[config.mk]
export PLATFORM = sky130hd
export DESIGN_NAME = rbsi_merge
export DESIGN_NICKNAME = d
export VERILOG_FILES = /design/src/design/rbsi_pkg.sv /design/src/design/rbsi_merge.sv
export SDC_FILE = /design/constraint.sdc
export NUM_CORES = 1
export LEC_CHECK = 0
export BUFFER_PORTS_ARGS = -buffer_cell sky130_fd_sc_hd__buf_2
export CAP_MARGIN = 20
export CORE_ASPECT_RATIO = 2
export CORE_MARGIN = 2
export CORE_UTILIZATION = 40
export CTS_BUF_LIST = sky130_fd_sc_hd__clkbuf_16
export CTS_CLUSTER_DIAMETER = 60
export DETAILED_ROUTE_END_ITERATION = 10
export GPL_TIMING_DRIVEN = 1
export MAX_ROUTING_LAYER = met4
export SLEW_MARGIN = 5
export SYNTH_ARGS = -nofsm -noshare
export SYNTH_HDL_FRONTEND = slang
export SYNTH_SLANG_ARGS = --single-unit
[constraint.sdc]
create_clock -name clk -period 3 [get_ports clk]
set_input_delay 0.3 -clock clk [delete_from_list [all_inputs] [get_ports clk]]
set_output_delay 0.3 -clock clk [all_outputs]
set_load 0.005 [all_outputs]
[src/design/rbsi_pkg.sv]
`timescale 1ns / 1ps
// ----------------------------------------------------------------------------
// rbsi_pkg
// Shared types and constants for the ray / box slab intersection unit.
// ----------------------------------------------------------------------------
package rbsi_pkg;

	localparam int NUM_REGS  = 8;
	localparam int REG_IDX_W = 3;

	typedef enum logic [REG_IDX_W-1:0] {
		REG_ORIGIN_X       = 3'd0,
		REG_ORIGIN_Y       = 3'd1,
		REG_ORIGIN_Z       = 3'd2,
		REG_INV_DIR_X      = 3'd3,
		REG_INV_DIR_Y      = 3'd4,
		REG_INV_DIR_Z      = 3'd5,
		REG_INTERVAL_START = 3'd6,
		REG_INTERVAL_END   = 3'd7
	} cfg_reg_t;

	// load enables of the slab stages
	typedef struct packed {
		logic s1;
		logic s2;
		logic s3;
		logic s4;
	} slab_en_t;

	// load enables of the merge stages
	typedef struct packed {
		logic s5;
		logic s6;
		logic s7;
	} merge_en_t;

endpackage

[src/design/rbsi_merge.sv]
`timescale 1ns / 1ps
// ----------------------------------------------------------------------------
// rbsi_merge
// Intersects the three slab intervals, checks against the ray interval
// and forms the result item. Three stages, the last is the output register.
// ----------------------------------------------------------------------------
module rbsi_merge #(
	parameter int COORD_WIDTH = 32
) (
	input  logic                          clk,
	input  rbsi_pkg::merge_en_t           en,
	input  logic signed [COORD_WIDTH-1:0] lo_x,
	input  logic signed [COORD_WIDTH-1:0] hi_x,
	input  logic signed [COORD_WIDTH-1:0] lo_y,
	input  logic signed [COORD_WIDTH-1:0] hi_y,
	input  logic signed [COORD_WIDTH-1:0] lo_z,
	input  logic signed [COORD_WIDTH-1:0] hi_z,
	input  logic signed [COORD_WIDTH-1:0] t_start,
	input  logic signed [COORD_WIDTH-1:0] t_end,
	output logic                          hit_s7,
	output logic signed [COORD_WIDTH-1:0] t_near_s7,
	output logic signed [COORD_WIDTH-1:0] t_far_s7
);
	import rbsi_pkg::*;

	localparam int W = COORD_WIDTH;

	logic                miss_s5, miss_s6;
	logic signed [W-1:0] tmin_s5, tmax_s5, lo_z_s5, hi_z_s5;
	logic signed [W-1:0] tmin_s6, tmax_s6;
	logic                hit_c;

	always_ff @(posedge clk) begin
		if (en.s5) begin
			miss_s5 <= (lo_x > hi_y) || (lo_y > hi_x);
			tmin_s5 <= (lo_y > lo_x) ? lo_y : lo_x;
			tmax_s5 <= (hi_y < hi_x) ? hi_y : hi_x;
			lo_z_s5 <= lo_z;
			hi_z_s5 <= hi_z;
		end
		if (en.s6) begin
			miss_s6 <= miss_s5 || (tmin_s5 > hi_z_s5) || (lo_z_s5 > tmax_s5);
			tmin_s6 <= (lo_z_s5 > tmin_s5) ? lo_z_s5 : tmin_s5;
			tmax_s6 <= (hi_z_s5 < tmax_s5) ? hi_z_s5 : tmax_s5;
		end
		if (en.s7) begin
			hit_s7    <= hit_c;
			t_near_s7 <= hit_c ? tmin_s6 : t_start;
			t_far_s7  <= hit_c ? tmax_s6 : t_end;
		end
	end

	// entry strictly before interval end, exit strictly after its start
	assign hit_c = !miss_s6 && (tmin_s6 < t_end) && (tmax_s6 > t_start);

endmodule

==> results_dict.tcl, run 1 <==
set metrics [dict create \
    fin_crit_sh 1.06 \
    maxCapViolCount 0 \
    seqPwrFrac 0.394 \
    ys_types 63 \
    hold_viol 0 \
    fin_crit_ns 3.18 \
    drt_iter0_markers 736 \
    path_clk_slew_ns 0.07 \
    max_clock_freq_mhz 314 \
    vdd.ir_drop.worst_uv 386 \
    io_buffer_count 324 \
    rows 112 \
    core_um2 46700 \
    ios 325 \
    ff_latch_area_um2 7780 \
    cts_tree "done" \
    r2r_setup_slack_ns -0.18 \
    failed_checks "setup timing" \
    cts_made_buffers 24 \
    hold_end "t_near_s7[20]" \
    cp_max_fo 5 \
    start_util 0.406 \
    post-route-util 0.541 \
    hp-class "primary input to register" \
    maxSlewViolCount 0 \
    fillerInstances 4159 \
    worstSkewPairLatency_ns 0.55 \
    finalSetupTns_ns -9.21 \
    place_inst 2784 \
    power.internal_mw 8.42 \
    cts_buffer_depth 3 \
    met2_usage 0.457 \
    p_leak_nw 12.3 \
    grt_antenna_before_repair 1 \
    crit_type "register to register" \
    dp_hpwl_um 48300 \
    grt_use_total 0.246 \
    worst_setup_path_start_kind "register" \
    setup_slack_ns -0.183 \
    cts_num_sinks 259 \
    syn_nets 2251 \
    nNetsFinal 2868 \
    pwr-share-comb 0.370 \
    yosys.area.top_type_share 0.410 \
    synth.largest_area_cell "edfxtp_1" \
    finClkSkew_ns 0.0117 \
    r2r_start "tmin_s6[17]" \
    wl_per_cell_um 20.5 \
    area_growth_pct 33.3 \
    cts-root-buf "clkbuf_16" \
    ys_async_sr_fraction 0 \
    die_area_um2 49200 \
    syn_inst 1674 \
    final_cell_count_no_fill 2935 \
    required_ns 3.30 \
    globalRouteMet1Util 0.256 \
    place_area_um2 22800 \
    worst_pin_slew_ns 0.931 \
    cp_data_arrival_time_ns 3.48 \
    r2r_end "t_far_s7[12]" \
    busiest_layer "met2" \
    cts_max_level 1 \
    ys_seq_area_frac 0.410 \
    use_met3 0.0185 \
    maxSlewHeadroom 0.374 \
    vias_per_cell 5.26 \
    finalSetupViolCount 85 \
    fin_hold_ws_ns 0.0669 \
    status "complete, but fails checks" \
    chipWidth_um 158 \
    power_density_nw_per_um2 491 \
    multi_input_area_um2 10400 \
    drive_gt1_frac 0.344 \
    grt_pass1_vias 16200 \
    ff2ff_path_depth 12 \
    ys_top_cells_by_area "edfxtp_1, ha_1, inv_1, a21oi_1, mux2_4" \
    grt_setup_unrepaired "yes" \
    worstSetupEndpointType "register" \
    min_from "t_start[20]" \
    power.share.clock 0.236 \
    die_h_um 312 \
    syn_area_per_cell_um2 11.3 \
    switching_share 0.321 \
    synth_edf_count 259 \
    ys_seq_elements 259 \
    grt_pass1_wl_um 89400 \
    final_cell_mix "buf_2, ha_1, inv_1, edfxtp_1, buf_4" \
    gp_congestion 0.955 \
    switching_power_mw 3.98 \
    ant_nets 0 \
    yosys_most_used_dff "edfxtp_1" \
    grt_max_degree 66 \
    routed_wl_um 60300 \
    fin_area_um2 25300 \
    synth_area_um2 19000 \
    via_count 15400 \
    layout.cells.most_common "buf_2" \
    drt_pass1_iterations 5 \
    drc 0 \
    yosys_warnings 0 \
    min_path_cells 2 \
    grt.overflow.total 0 \
]
-- synth_stat cells (3+ instances only) --
master and number:
o31ai_1 3, mux2i_1 37, inv_1 261, edfxtp_1 259
clkbuf_1 23, and4_1 11, a21oi_1 150, nand4_1 58
nor2_1 64, mux2_2 64, o21ai_0 26, a211o_1 3
o211ai_1 10, ha_1 317, mux2_4 49, o21ai_1 4
nor4_1 5, or3_1 3, buf_12 6, buf_1 3
o21a_1 9, mux2_1 13, o21bai_1 3, a31oi_1 4
a221oi_1 34, a221o_1 33, a211oi_1 12, nand2_1 34
nand3_1 17, buf_6 3, nor2b_1 16, a21o_1 84
buf_4 7, nor3_1 10
-- per-stage QoR --
step	worst slack, ns	total power [mW]
after global routing	-0.245	13.1
after global placement	-0.275	8.81
after CTS	-0.147	12.2
final	-0.183	12.4
after floorplan	0.210	7.13
after detailed placement	-0.319	8.90
-- logic make-up (layout without fill, tap and decap cells) --
kind of cell,Yosys count,after routing,share of synthesized area
buffers and inverters,305,938,0.0682
AND/OR/NAND/NOR,233,233,0.0652
other,0,1,0
AO/OA/AOI/OAI,396,396,0.142
multiplexers,163,163,0.104
adder cells (fa/ha/maj),317,317,0.209
flip-flops,259,259,0.410
XOR/XNOR,1,1,0.000462
-- power groups by stage --
stage          sequential, mW  combinational [mW]  clock [mW]
2_1_floorplan            4.82                2.31           0
3_3_place_gp             4.95                3.86           0
3_5_place_dp             4.96                3.94           0
4_1_cts                  4.88                4.33        3.02
5_1_grt                  4.93                5.00        3.13
6_report                 4.89                4.59        2.93
-- state kept, by name (all words and copies together), names as in the netlist, 32 cells and up --
name,count
hi_z_s5,32
tmin_s5,32
t_near_s7,32
lo_z_s5,32
tmin_s6,32
tmax_s6,32
tmax_s5,32
t_far_s7,32
-- how the worst max path moves through the flow --
stage / cells after the start / slack [ns] / from / end
final: 12 / -0.18 / tmin_s6[17] / t_far_s7[12]
after global routing: 13 / -0.24 / tmax_s6[11] / t_far_s7[11]
after CTS: 12 / -0.15 / tmin_s6[17] / t_far_s7[12]
after detailed placement: 12 / -0.32 / t_end[17] / t_near_s7[11]
after global placement: 12 / -0.27 / t_end[17] / t_near_s7[4]
after floorplan: 11 / 0.21 / tmax_s6[17] / t_far_s7[0]
-- area by class of cell --
| cell class | count | share of cell area |
|---|---|---|
| Multi-Input combinational cell | 1110 | 0.412 |
| Inverter | 262 | 0.0389 |
| Clock inverter | 17 | 0.00441 |
| Sequential cell | 259 | 0.308 |
| Clock buffer | 25 | 0.0248 |
| Antenna cell | 1 | 0.0000991 |
| Tap cell | 627 | 0.0311 |
| Timing Repair Buffer | 634 | 0.181 |
-- worst max-delay path: stages, from the launching register on --
cell and delay (ns):
edfxtp_1 0.46, ha_4 0.25, a21o_1 0.19, a21o_1 0.19
a21oi_2 0.16, o21ai_2 0.08, a2111oi_4 0.36, mux2i_1 0.14
and4bb_4 0.43, buf_12 0.13, buf_12 0.11, buf_16 0.12
mux2_4 0.29
-- per-layer routing --
metal  wire length (um)  vias to the layer above  share of wire
met5                  0                        -              0
met4               3490                        0          0.058
met3               2170                      143          0.036
met2              32600                      469           0.54
met1              22100                     7281           0.37
li1                   -                     7548              -
-- timing repair --
action	in CTS	in global routing
hold buffers	64	0
gates cloned	7	5
gates resized for setup	47	73
endpoints found under the setup margin	127	127
pin swaps	20	15
setup buffers	16	19
endpoints found under the hold margin	64	0
(Power assumes the default switching activity.)
==> run 2, diff against run 1 <==
--- a/config.mk
+++ b/config.mk
@@ -5,6 +5,7 @@
 export SDC_FILE = /design/constraint.sdc
 export NUM_CORES = 1
 export LEC_CHECK = 0
+export ABC_AREA = 1
 export BUFFER_PORTS_ARGS = -buffer_cell sky130_fd_sc_hd__buf_2
 export CAP_MARGIN = 20
 export CORE_ASPECT_RATIO = 2
==> results_dict.tcl, run 2 <==
set metrics [dict create \
    cts_buffer_depth 3 \
    gp_congestion 0.972 \
    post_cts_resized 0 \
    synth_edf_count 259 \
    r2r_end "t_near_s7[1]" \
    yosys_warnings 0 \
    ys_async_sr_fraction 0 \
    wl_per_cell_um 17.8 \
    cts_tree "done" \
    cts-root-buf "clkbuf_16" \
    drt_pass1_iterations 5 \
    maxSlewViolCount 0 \
    start_util 0.405 \
    place_inst 3093 \
    hold_end "tmax_s5[1]" \
    dp_slack_ns 0.209 \
    worst_setup_path_start_kind "register" \
    ys_types 28 \
    vdd.ir_drop.worst_uv 344 \
    crit_type "register to register" \
    drc 0 \
    maxSlewHeadroom 0.436 \
    via_count 16200 \
    yosys.area.top_type_share 0.413 \
    finalSetupTns_ns 0 \
    nNetsFinal 3133 \
    grt.overflow.total 0 \
    top_layer "met4" \
    hp-class "primary input to register" \
    min_from "hi_y[1]" \
    area_growth_pct 20.6 \
    r2r_start "tmin_s6[31]" \
    synth_area_um2 18800 \
    cts_max_level 1 \
    p_leak_nw 11.6 \
    synthTopCellsByCount "nand2_1, inv_1, ha_1" \
    fillerInstances 4629 \
    syn_nets 2744 \
    worstSetupEndpointType "register" \
    io_buffer_count 324 \
    synth.largest_area_cell "edfxtp_1" \
    die_h_um 311 \
    yosysMostFrequentCell "nand2_1" \
    grt_antenna_before_repair 2 \
    layout.cells.most_common "nand2_1" \
    hold_viol 0 \
    fin_crit_sh 0.917 \
    routed_wl_um 57100 \
    cp_data_arrival_time_ns 3.06 \
    drive_gt1_frac 0.159 \
    finClkSkew_ns 0.0217 \
    drt_iter0_markers 714 \
    yosys_most_used_dff "edfxtp_1" \
    grt_setup_unrepaired "no" \
    power_density_nw_per_um2 520 \
    cts_num_sinks 259 \
    ios 325 \
    cts_made_buffers 24 \
    power_mw 11.8 \
    ys_seq_elements 259 \
    min_path_cells 3 \
    dp_hpwl_um 47800 \
    core_um2 46500 \
    worst_pin_slew_ns 0.846 \
    chipWidth_um 157 \
    syn_inst 2167 \
    path_clk_slew_ns 0.07 \
    finalSetupViolCount 0 \
    max_clock_freq_mhz 364 \
    final_cell_mix "nand2_1, buf_2, inv_1, ha_1, edfxtp_1" \
    ff2ff_path_depth 11 \
    wl_met1_um 21500 \
    cp_max_fo 44 \
    ys_seq_area_frac 0.413 \
    r2r_setup_slack_ns 0.25 \
    setup_slack_ns 0.250 \
    grt_pass1_vias 16400 \
    post-route-util 0.488 \
    required_ns 3.31 \
    fin_crit_ns 2.75 \
    final_cell_count_no_fill 3203 \
    ys_top_cells_by_area "edfxtp_1, ha_1, nand2_1, inv_1, a21oi_1" \
    worstSkewPairLatency_ns 0.56 \
    ant_nets 0 \
    vias_per_cell 5.04 \
    rows 112 \
    grt_pass1_wl_um 87600 \
    grt_use_total 0.239 \
    status "complete, no violations" \
    syn_area_per_cell_um2 8.69 \
    dr_wl_met2_um 30200 \
    die_area_um2 48900 \
    met3WireLength_um 2390 \
    maxCapViolCount 0 \
    grt_max_degree 66 \
]
-- run 2: cell types whose count changed in the layout (fill, tap and decap cells not counted), moves of 31 or more --
cell	before	now
buf_4	210	36
a221o_1	33	0
a21o_1	84	1
mux2_4	95	0
nand3_1	17	94
nand4_1	58	93
mux2_2	31	0
o21bai_1	2	65
nand2_1	31	626
mux2i_1	35	0
inv_1	261	322
-- run 2: what timing repair did --
item	in CTS	in global routing
buffers inserted	0	0
hold buffers	64	0
hold endpoints to repair	64	0
-- run 2: worst max-delay path by stage --
| stage | start | endpoint | depth (start not counted) |
|---|---|---|---|
| 3_5_place_dp | t_end[31] | t_near_s7[1] | 13 |
| 6_report | tmin_s6[31] | t_near_s7[1] | 11 |
| 4_1_cts | tmin_s6[31] | t_near_s7[1] | 11 |
| 5_1_grt | tmin_s6[31] | t_near_s7[1] | 12 |
| 3_3_place_gp | t_end[31] | t_far_s7[7] | 13 |
| 2_1_floorplan | tmin_s6[31] | t_far_s7[10] | 12 |
-- run 2: layer usage --
metal,global-route usage,vias to the layer above
li1,-,8134
met1,0.255,7369
met2,0.439,523
met3,0.0178,132
met4,0.114,0
met5,-,-
-- run 2: cell families (layout without fill, tap and decap cells) --
logic type | after synthesis | count (layout) | synth area share
AOI/OAI and AO/OA | 293 | 293 | 0.0889
adders and majority gates | 317 | 317 | 0.211
buffers and inverters | 384 | 791 | 0.0826
DFF | 259 | 259 | 0.413
other | 0 | 2 | 0
and+or+nand+nor | 914 | 914 | 0.205
-- run 2: critical path, cell delays in order (launching register included) --
cell      delay (ns)
edfxtp_1        0.40
ha_1            0.40
nand2_1         0.13
nor4_2          0.48
nand2_1         0.11
nor2_1          0.13
nand2_1         0.09
nand3_1         0.09
nand2_2         0.09
buf_4           0.27
o21bai_1        0.22
nand2_1         0.08
-- run 2: area by class of cell --
type	count	area (um2)	share of cell area
Multi-Input combinational cell	1524	9510	0.419
Antenna cell	2	5.00	0.000220
Sequential cell	259	7780	0.342
Clock buffer	24	601	0.0264
Tap cell	627	785	0.0345
Inverter	321	1200	0.0530
Timing Repair Buffer	426	2590	0.114
Clock inverter	20	249	0.0110
-- run 2: stage by stage --
step / cell area [um2] / hold slack, ns
floorplan: 18800 / 0.399
finish: 22700 / 0.0533
global placement: 21200 / 0.477
CTS: 22700 / 0.0268
global route: 22700 / 0.0408
detailed placement: 21200 / 0.478
-- run 2: where the power goes --
group          leakage [nW]  switching, mW  internal (mW)
clock                 0.420           1.42           1.91
sequential             2.54          0.341           4.64
combinational          8.64           2.17           1.34
total                  11.6           3.93           7.89
